**config.mk**
```make
export PLATFORM = sky130hd
export DESIGN_NAME = bsaw_arith
export DESIGN_NICKNAME = d
export VERILOG_FILES = /design/src/bsaw_pkg.sv /design/src/bsaw_arith.sv
export SDC_FILE = /design/constraint.sdc
export NUM_CORES = 1
export LEC_CHECK = 0
export BUFFER_PORTS_ARGS = -buffer_cell sky130_fd_sc_hd__buf_2
export CAP_MARGIN = 0
export CORE_MARGIN = 2
export CORE_UTILIZATION = 25
export DETAILED_ROUTE_END_ITERATION = 10
export SYNTH_ARGS = -nofsm -noshare
export SYNTH_HDL_FRONTEND = slang
export SYNTH_SLANG_ARGS = --single-unit
```
**constraint.sdc**
```tcl
create_clock -name clock -period 7.35 [get_ports clock]
set_input_delay 1.47 -clock clock [delete_from_list [all_inputs] [get_ports clock]]
set_output_delay 1.47 -clock clock [all_outputs]
set_load 0.03 [all_outputs]
```
**src/bsaw_pkg.sv**
```systemverilog
package bsaw_pkg;

   // Field widths of the request and response payloads
   localparam int SIZE_BITS   = 16;
   localparam int STRIDE_BITS = 32;
   localparam int OFFSET_BITS = 48;

   // Request kinds
   localparam logic [2:0] KIND_LOAD_A   = 3'd0;
   localparam logic [2:0] KIND_LOAD_B   = 3'd1;
   localparam logic [2:0] KIND_LOAD_RES = 3'd2;
   localparam logic [2:0] KIND_START    = 3'd3;
   localparam logic [2:0] KIND_STEP     = 3'd4;

   // Response kinds
   localparam logic [1:0] RK_DIM     = 2'd0;
   localparam logic [1:0] RK_INCOMPAT = 2'd1;
   localparam logic [1:0] RK_OFFSETS = 2'd2;
   localparam logic [1:0] RK_REFUSED = 2'd3;

   // Operand selects for the delta table and running offsets
   localparam logic [1:0] OPND_A = 2'd0;
   localparam logic [1:0] OPND_B = 2'd1;
   localparam logic [1:0] OPND_R = 2'd2;

   typedef struct packed {
      logic [2:0]                    kind;
      logic [2:0]                    dim_index;
      logic [SIZE_BITS-1:0]          dim_size;
      logic signed [STRIDE_BITS-1:0] dim_stride;
      logic [3:0]                    rank_a;
      logic [3:0]                    rank_b;
   } req_type;

   typedef struct packed {
      logic [1:0]                    result_kind;
      logic [2:0]                    out_dim_index;
      logic [SIZE_BITS-1:0]          out_dim_size;
      logic signed [OFFSET_BITS-1:0] offset_a;
      logic signed [OFFSET_BITS-1:0] offset_b;
      logic signed [OFFSET_BITS-1:0] offset_r;
      logic                          last_report;
      logic                          walk_done;
   } rsp_type;

   typedef struct packed {
      logic mul_en;
      logic sub;
   } arith_ctl_type;

   typedef enum logic [2:0] {
      ST_IDLE,
      ST_CHECK,
      ST_DSUB,
      ST_DACC,
      ST_REPORT,
      ST_STEP,
      ST_SADD,
      ST_REFUSE
   } state_type;

endpackage

```
**src/bsaw_arith.sv**
```systemverilog
module bsaw_arith (
   input  logic                                    clock,
   input  bsaw_pkg::arith_ctl_type                 ctl,
   input  logic [bsaw_pkg::SIZE_BITS-1:0]          mul_size,
   input  logic signed [bsaw_pkg::STRIDE_BITS-1:0] mul_stride,
   input  logic [bsaw_pkg::OFFSET_BITS-1:0]        add_a,
   input  logic [bsaw_pkg::OFFSET_BITS-1:0]        add_b,
   output logic [bsaw_pkg::OFFSET_BITS-1:0]        prod,
   output logic [bsaw_pkg::OFFSET_BITS-1:0]        sum
);

   localparam int PW = bsaw_pkg::SIZE_BITS + bsaw_pkg::STRIDE_BITS + 1;

   logic signed [bsaw_pkg::SIZE_BITS:0] size_s;
   logic signed [PW-1:0]                prod_full;
   logic [bsaw_pkg::OFFSET_BITS-1:0]    prod_ff;
   logic [bsaw_pkg::OFFSET_BITS-1:0]    prod_in;
   logic [bsaw_pkg::OFFSET_BITS-1:0]    b_sel;

   // Multiply unsigned extent by signed stride, keep the low offset bits
   assign size_s    = $signed({1'b0, mul_size});
   assign prod_full = PW'(size_s) * PW'(mul_stride);
   assign prod_in   = prod_full[bsaw_pkg::OFFSET_BITS-1:0];

   always_ff @(posedge clock) begin
      if (ctl.mul_en) begin
         prod_ff <= prod_in;
      end
   end

   assign prod = prod_ff;

   // Shared add / subtract, wrapping at the offset width
   assign b_sel = ctl.sub ? ~add_b : add_b;
   assign sum   = add_a + b_sel + bsaw_pkg::OFFSET_BITS'(ctl.sub);

endmodule

```
# Word-level counts from Yosys, hierarchy flattened
# Index checks and enable logic that the tools add are counted.
[totals] reg_bits=48 latch_bits=0 ramBits=0 romBits=0 input_bits=147 mem_count=0
[op_classes] add_sub_neg=2 n_mul=1 div_mod_pow=0 magnitude_cmp=0 eq_ne=0 n_shift=0 mux=1 n_bitwise=1 reduce_logical=0
[op_table] operator="adder 48 x 1 -> 48 bit" count=1
[op_table] operator="adder 48 bit" count=1
[op_table] operator="multiplier 17 x 32 -> 48 bit" count=1
[op_table] operator="two-way mux 48 bit" count=1
[op_table] operator="inverter 48 bit" count=1

# Depth between registers and ports, before layout
# Gate-level depths: netlist (run 1).
[logic_depth] ltp_word=4 mapped_depth=25

# Worst setup path after synthesis (run 1)
# Ideal clock, no wire load.
[synth_path] path_type="input to register" from="in mul_stride[10] in the netlist's numbering" to="reg prod_ff, in the netlist prod[45] (data pin)" setup_ns=0.272 arrival_time_ns=7.098 required_time_ns=7.078 path_slack_ns=-0.020 cell_stages=21 n_path_buf=1 path_cell_list="clkbuf_1 and2_1 fa_1 inv_1 fa_1 fa_1 fa_1 inv_1 fa_1 inv_1 fa_1 inv_1 ha_1 and4_1 a221o_1 o211ai_2 a21oi_2 o31ai_2 o31a_1 nor3_1 or4b_1"
[synth_via] elab_chain_len=1
[synth_rtl] item="start, declared" line_no="bsaw_arith.sv:5" rtl="input logic signed [bsaw_pkg::STRIDE_BITS-1:0] mul_stride,"
[synth_rtl] item="multiplier 17 x 32 -> 48 bit" line_no="bsaw_arith.sv:22" rtl="assign prod_full = PW'(size_s) * PW'(mul_stride);"
[synth_rtl] item="net prod_full[45]" line_no="bsaw_arith.sv:15" rtl="logic signed [PW-1:0] prod_full;"
[synth_rtl] item="end signal, assigned" line_no="bsaw_arith.sv:27" rtl="prod_ff <= prod_in;"
[synth_rtl] item="end, declared" line_no="bsaw_arith.sv:16" rtl="logic [bsaw_pkg::OFFSET_BITS-1:0] prod_ff;"
# The timed path passes the listed nets, and every way through them passes these cells.
# A chain may end at the register's enable or synchronous reset.

# Worst setup path in the final report (run 1)
[layout_path] from="in mul_stride[18] in the netlist's numbering" to="reg prod_ff, in the netlist prod[45] (data pin)"
# Same word-level chain as after synthesis.

==> reports/metrics.yaml, run 1 <==
status: "complete, no violations"
yosysUniqueCellTypes: 61
final_common_cell: "inv_1"
maxCapViolCount: 0
grt_use_total_pct: 14.6
required_ns: 7.43
antenna_found_initial: 9
final_layout_size_suffix_gt1_share_pct: 19.5
io_buffers: 242
place_hpwl_um: 57000
crit_path_end: "prod[45]"
drc: 0
viasPerCell: 4.38
wire_per_inst_um: 16.1
startpoint: "mul_stride[18]"
die_x_um: 304
synth_area_mm2: 0.0225
gp_congestion: 0.917
largest_register_ffs: 48
end_kind: "flop"
final_util_pct: 31.2
clk_path_buf_depth: 2
final_cell_mix: "inv_1, fa_1, nand2_1"
final-setup-viol-count: 0
fmax_mhz: 136
first_global_vias: 19300
die_h_um: 304
tritoncts: "done"
min_path_type: "in2reg"
synth.net_count: 3343
synth_warnings: 0
io-pin-count: 243
gr-total-overflow: 0
routed_wl_um: 66100
nets: 3731
min_period_ns: 7.35
fin_crit_sh_pct: 100
ys.flop_type: "edfxtp_1"
numCtsBuffers: 5
drv_slew: 0
ant_nets: 0
syn-instance-count: 2551
vias: 18000
start_util_pct: 25.3
hold_violations: 0
syn2layout_area_growth_pct: 23.0
htree_levels: 2
clkSinkCount: 48
relSlewSlack_pct: 46.1
core_mm2: 0.0886
grt_pass1_wl_um: 107000
tightest_slew_ns: 0.808
async_flop_share_pct: 0
worstPathArrival_ns: 7.42
die-area_mm2: 0.0922
critPathLaunchType: "primary input"
cts-root-buf: "clkbuf_16"
yosys_register_bits: 48
synth_edf_count: 48
grt_max_degree: 49
cp_max_fo: 11
rsz0062_at_grt: "true"
clk_pin_slew_ns: 0.08
dr.pass1.iters: 7
dr.first_iter.drc_count: 841
ys_seq_area_share_pct: 6.42
avgSynthCellArea_um2: 8.80
fp-row-count: 109
critPathKind: "in2reg"
worst min path at each step:
stage / startpoint / end / slack, ns / cells after the start
floorplan: ctl[1] / prod[0] / 1.58 / 0
CTS: mul_stride[0] / prod[0] / 1.62 / 2
finish: mul_stride[0] / prod[0] / 1.65 / 2
global placement: prod[6] / prod[6] / 1.95 / 1
global route: mul_stride[0] / prod[0] / 1.65 / 2
detailed placement: prod[5] / prod[5] / 1.95 / 1
area by class of cell:
cell class	instances	area [um2]
multi-input combinational	1784	18700
antenna	4	10.0
clock buffer	5	125
tap	1165	1460
inverter	603	2260
sequential	48	1440
fill	9386	61000
clock inverter	3	42.5
timing repair buffer	497	3590
layer usage:
layer	GRT usage (%)	vias to the layer above	wire, um
met3	3.00	75	4720
met4	3.93	4	1700
met1	18.0	8926	26700
met5	0	-	26
met2	25.8	557	33000
li1	-	8443	-
metrics by stage:
| step | TNS (ns) | std cells | cell area [um2] | worst slack [ns] | hold WS (ns) |
|---|---|---|---|---|---|
| finish | 0 | 4109 | 27600 | 0.00315 | 1.65 |
| detailed placement | -13.51 | 4084 | 26600 | -1.05 | 1.95 |
| floorplan | 0 | 2551 | 22500 | 0.0146 | 1.58 |
| global placement | -11.75 | 4084 | 26600 | -0.917 | 1.95 |
| CTS | -0.0425 | 4101 | 27400 | -0.0425 | 1.62 |
| global route | -0.227 | 4107 | 27600 | -0.174 | 1.65 |
worst max-delay path, stage by stage:
cell      delay [ns]
clkbuf_4        0.18
and2_1          0.20
fa_1            0.51
inv_1           0.06
fa_1            0.46
fa_1            0.53
inv_1           0.06
fa_1            0.51
fa_1            0.50
inv_1           0.05
fa_1            0.48
inv_1           0.06
ha_1            0.34
buf_4           0.17
a21oi_1         0.22
a21oi_1         0.16
a21oi_2         0.21
a21oi_4         0.13
o31ai_4         0.26
o31a_1          0.20
buf_4           0.13
nor3_1          0.03
or4b_1          0.50
cell usage after synthesis (2+ instances only):
| cell type | instances | area [um2] |
|---|---|---|
| a211oi_1 | 10 | 75.1 |
| a21o_1 | 48 | 360 |
| a21oi_1 | 92 | 460 |
| a221oi_1 | 2 | 17.5 |
| a311oi_1 | 2 | 17.5 |
| a31o_2 | 3 | 26.3 |
| a31oi_1 | 8 | 50.1 |
| a41oi_1 | 3 | 26.3 |
| and2_1 | 230 | 1440 |
| and3_1 | 8 | 50.1 |
| and4_1 | 3 | 26.3 |
| buf_1 | 6 | 22.5 |
| clkbuf_1 | 108 | 405 |
| edfxtp_1 | 48 | 1440 |
| fa_1 | 485 | 9710 |
| ha_1 | 160 | 2000 |
| inv_1 | 603 | 2260 |
| nand2_1 | 335 | 1260 |
| nand2b_1 | 6 | 37.5 |
| nand3_1 | 27 | 135 |
| nand3b_1 | 2 | 15.0 |
| nand4_1 | 26 | 163 |
| nor2_1 | 37 | 139 |
| nor2b_1 | 13 | 81.3 |
| nor3_1 | 15 | 75.1 |
| nor4_1 | 4 | 25.0 |
| o2111ai_1 | 2 | 17.5 |
| o211ai_1 | 7 | 52.6 |
| o21a_1 | 11 | 82.6 |
| o21ai_0 | 46 | 230 |
| o21ai_1 | 3 | 15.0 |
| o21bai_1 | 16 | 120 |
| o221ai_1 | 2 | 17.5 |
| o31a_1 | 3 | 26.3 |
| o31ai_1 | 4 | 30.0 |
| o31ai_2 | 2 | 25.0 |
| or2_2 | 2 | 12.5 |
| or3_1 | 4 | 25.0 |
| or4_1 | 3 | 22.5 |
| xnor2_1 | 59 | 517 |
| xor2_1 | 83 | 727 |
timing repair:
item	4_1_cts	5_1_grt
setup endpoints to repair	18	12
pin swaps	42	31
setup buffers	8	4
resized for setup	104	42
hold buffers	0	0
gates cloned	2	0
cells by family after synthesis:
family          synth area share, %
compound gates                 7.94
mux                          0.0501
xor+xnor                       5.54
flops                          6.42
simple gates                   15.8
fa+ha+maj                      52.2
buf+inv                        12.1
Power of run 1 is left out: the tool's default activity adds up to more than one toggle a clock period on the data nets, which glitch-free logic cannot reach.
==> run 2, diff against run 1 <==
--- a/config.mk
+++ b/config.mk
@@ -10,6 +10,8 @@
 export CORE_MARGIN = 2
 export CORE_UTILIZATION = 25
 export DETAILED_ROUTE_END_ITERATION = 10
+export HOLD_SLACK_MARGIN = 0.12
+export PLACE_DENSITY = 0.51
 export SYNTH_ARGS = -nofsm -noshare
 export SYNTH_HDL_FRONTEND = slang
 export SYNTH_SLANG_ARGS = --single-unit
==> run 2 against run 1 <==
Compared with the run above: via count decreased by 1.1%; non-clock buffer count increased by 18; setup slack improved by 0.020 ns; cell area increased by 0.92%; first-iteration DRC count decreased by 33%; maximum frequency increased by 0.27%; clock-buffer cell count unchanged; sequential share of layout area about the same; die area unchanged; global-route usage increased by 0.25 points; worst hold slack got worse by 0.026 ns.
==> reports/metrics.yaml, run 2 (same netlist as run 1, synthesis figures left out) <==
status: "complete, no violations"
vias: 17800  # -1.1%
cp_max_fo: 7  # -4
cts-root-buf: "clkbuf_16"
min_period_ns: 7.33  # -0.0200 ns
crit_path_end: "prod[45]"
critPathKind: "in2reg"
grt_use_total_pct: 14.9  # +0.25 points
first_global_vias: 19600  # +1.2%
fmax_mhz: 136  # +0.27%
diodes: 0  # -4
hold_violations: 0  # unchanged
ant_nets: 0  # unchanged
critPathLaunchType: "primary input"
final_cell_mix: "inv_1, fa_1, nand2_1"
dr.pass1.iters: 5  # -2
grt_pass1_wl_um: 109000  # +2.4%
dr.first_iter.drc_count: 565  # -33%
core_mm2: 0.0886  # unchanged
nFillCells: 9446  # +0.64%
startpoint: "mul_size[3]"
die_x_um: 304  # unchanged
clkSinkCount: 48  # unchanged
largest_register_ffs: 48  # unchanged
start_util_pct: 25.3  # unchanged
place_hpwl_um: 56600  # -0.63%
nets: 3749  # +0.48%
final_common_cell: "inv_1"
required_ns: 7.44  # about the same
clk_path_buf_depth: 2  # unchanged
io-pin-count: 243  # unchanged
relSlewSlack_pct: 44.5  # -1.6 points
routed_wl_um: 66300  # +0.32%
wire_per_inst_um: 16.1  # about the same
htree_levels: 2  # unchanged
rsz0062_at_grt: "true"
final-setup-viol-count: 0  # unchanged
gr-total-overflow: 0  # unchanged
drv_slew: 0  # unchanged
final_layout_size_suffix_gt1_share_pct: 20.9  # +1.4 points
fp-row-count: 109  # unchanged
whs_ns: 1.62  # -0.0259 ns
antenna_found_initial: 5  # -4
viasPerCell: 4.32  # -1.5%
worstPathArrival_ns: 7.42  # about the same
numCtsBuffers: 5  # unchanged
io_buffers: 242  # unchanged
clk_pin_slew_ns: 0.08  # about the same
syn2layout_area_growth_pct: 24.2
die-area_mm2: 0.0922  # unchanged
end_kind: "flop"
gp_congestion: 0.855  # -6.8%
min_path_type: "in2reg"
drc: 0  # unchanged
grt_max_degree: 49  # unchanged
maxCapViolCount: 0  # unchanged
tightest_slew_ns: 0.833  # +0.0246 ns
die_h_um: 304  # unchanged
fin_crit_sh_pct: 99.7  # -0.27 points
tritoncts: "done"
==> run 2: changes by cell type in the layout (fill, tap and decap cells not counted), sizes merged <==
cell / previous run / this run
buf: 492 / 511
clkbuf: 10 / 7
diode: 4 / 0
bufbuf: 0 / 2
==> run 2: area by class of cell <==
type / instances / area [um2] / area share, %
clock buffers: 5 / 125 / 0.449
clock inverters: 3 / 42.5 / 0.153
inverters: 603 / 2260 / 8.12
multi-input cells: 1784 / 18800 / 67.4
flip-flops and latches: 48 / 1440 / 5.17
well taps: 1165 / 1460 / 5.23
repair buffers: 515 / 3750 / 13.4
==> run 2: critical path, stage by stage <==
cell and delay [ns]:
buf_8 0.12, buf_12 0.15, and2_1 0.15, fa_1 0.50, inv_1 0.05, fa_2 0.53, fa_1 0.41, inv_1 0.09
fa_1 0.43, fa_1 0.49, inv_1 0.06, fa_1 0.47, inv_1 0.06, ha_4 0.22, a21oi_1 0.20, nand2_1 0.08
a221o_1 0.38, o211ai_2 0.25, a21oi_4 0.14, o31ai_4 0.29, o31a_1 0.20, buf_4 0.11, nor3_1 0.03, or4b_1 0.51
==> run 2: layer usage <==
metal	vias to the layer above	routed length (um)	GRT usage, %
met5	-	49	0
met4	8	920	2.61
met3	59	2520	2.06
met2	336	33100	26.4
met1	8921	29800	19.4
li1	8479	-	-
==> run 2: worst min path at each step <==
stage	from	endpoint	slack (ns)	depth (start not counted)
2_1_floorplan	ctl[1]	prod[0]	1.58	0
3_3_place_gp	prod[7]	prod[7]	1.95	1
3_5_place_dp	prod[2]	prod[2]	1.95	1
4_1_cts	mul_size[2]	prod[2]	1.63	3
5_1_grt	mul_size[2]	prod[2]	1.63	3
6_report	mul_size[2]	prod[2]	1.62	3
==> run 2: through the flow <==
stage / area [um2] / setup slack (ns) / cells / setup TNS [ns] / util [%]
after floorplan: 22500 / 0.0146 / 2551 / 0 / -
after global placement: 26700 / -0.905 / 4090 / -9.84 / 30.1
after detailed placement: 26700 / -1.03 / 4090 / -11.01 / 30.1
after CTS: 27700 / -0.0738 / 4118 / -0.0738 / 31.2
after global routing: 27900 / -0.167 / 4123 / -0.235 / 31.4
final: 27900 / 0.0232 / 4123 / 0 / 31.4
==> run 2: what timing repair did <==
item                       in CTS  in global routing
cloned                          3                  0
pin swaps                      59                 54
hold buffers                    0                  0
setup buffers                  18                  7
resized for setup             136                 40
setup endpoints to repair      14                 11
Power of run 2 is left out for the same reason.
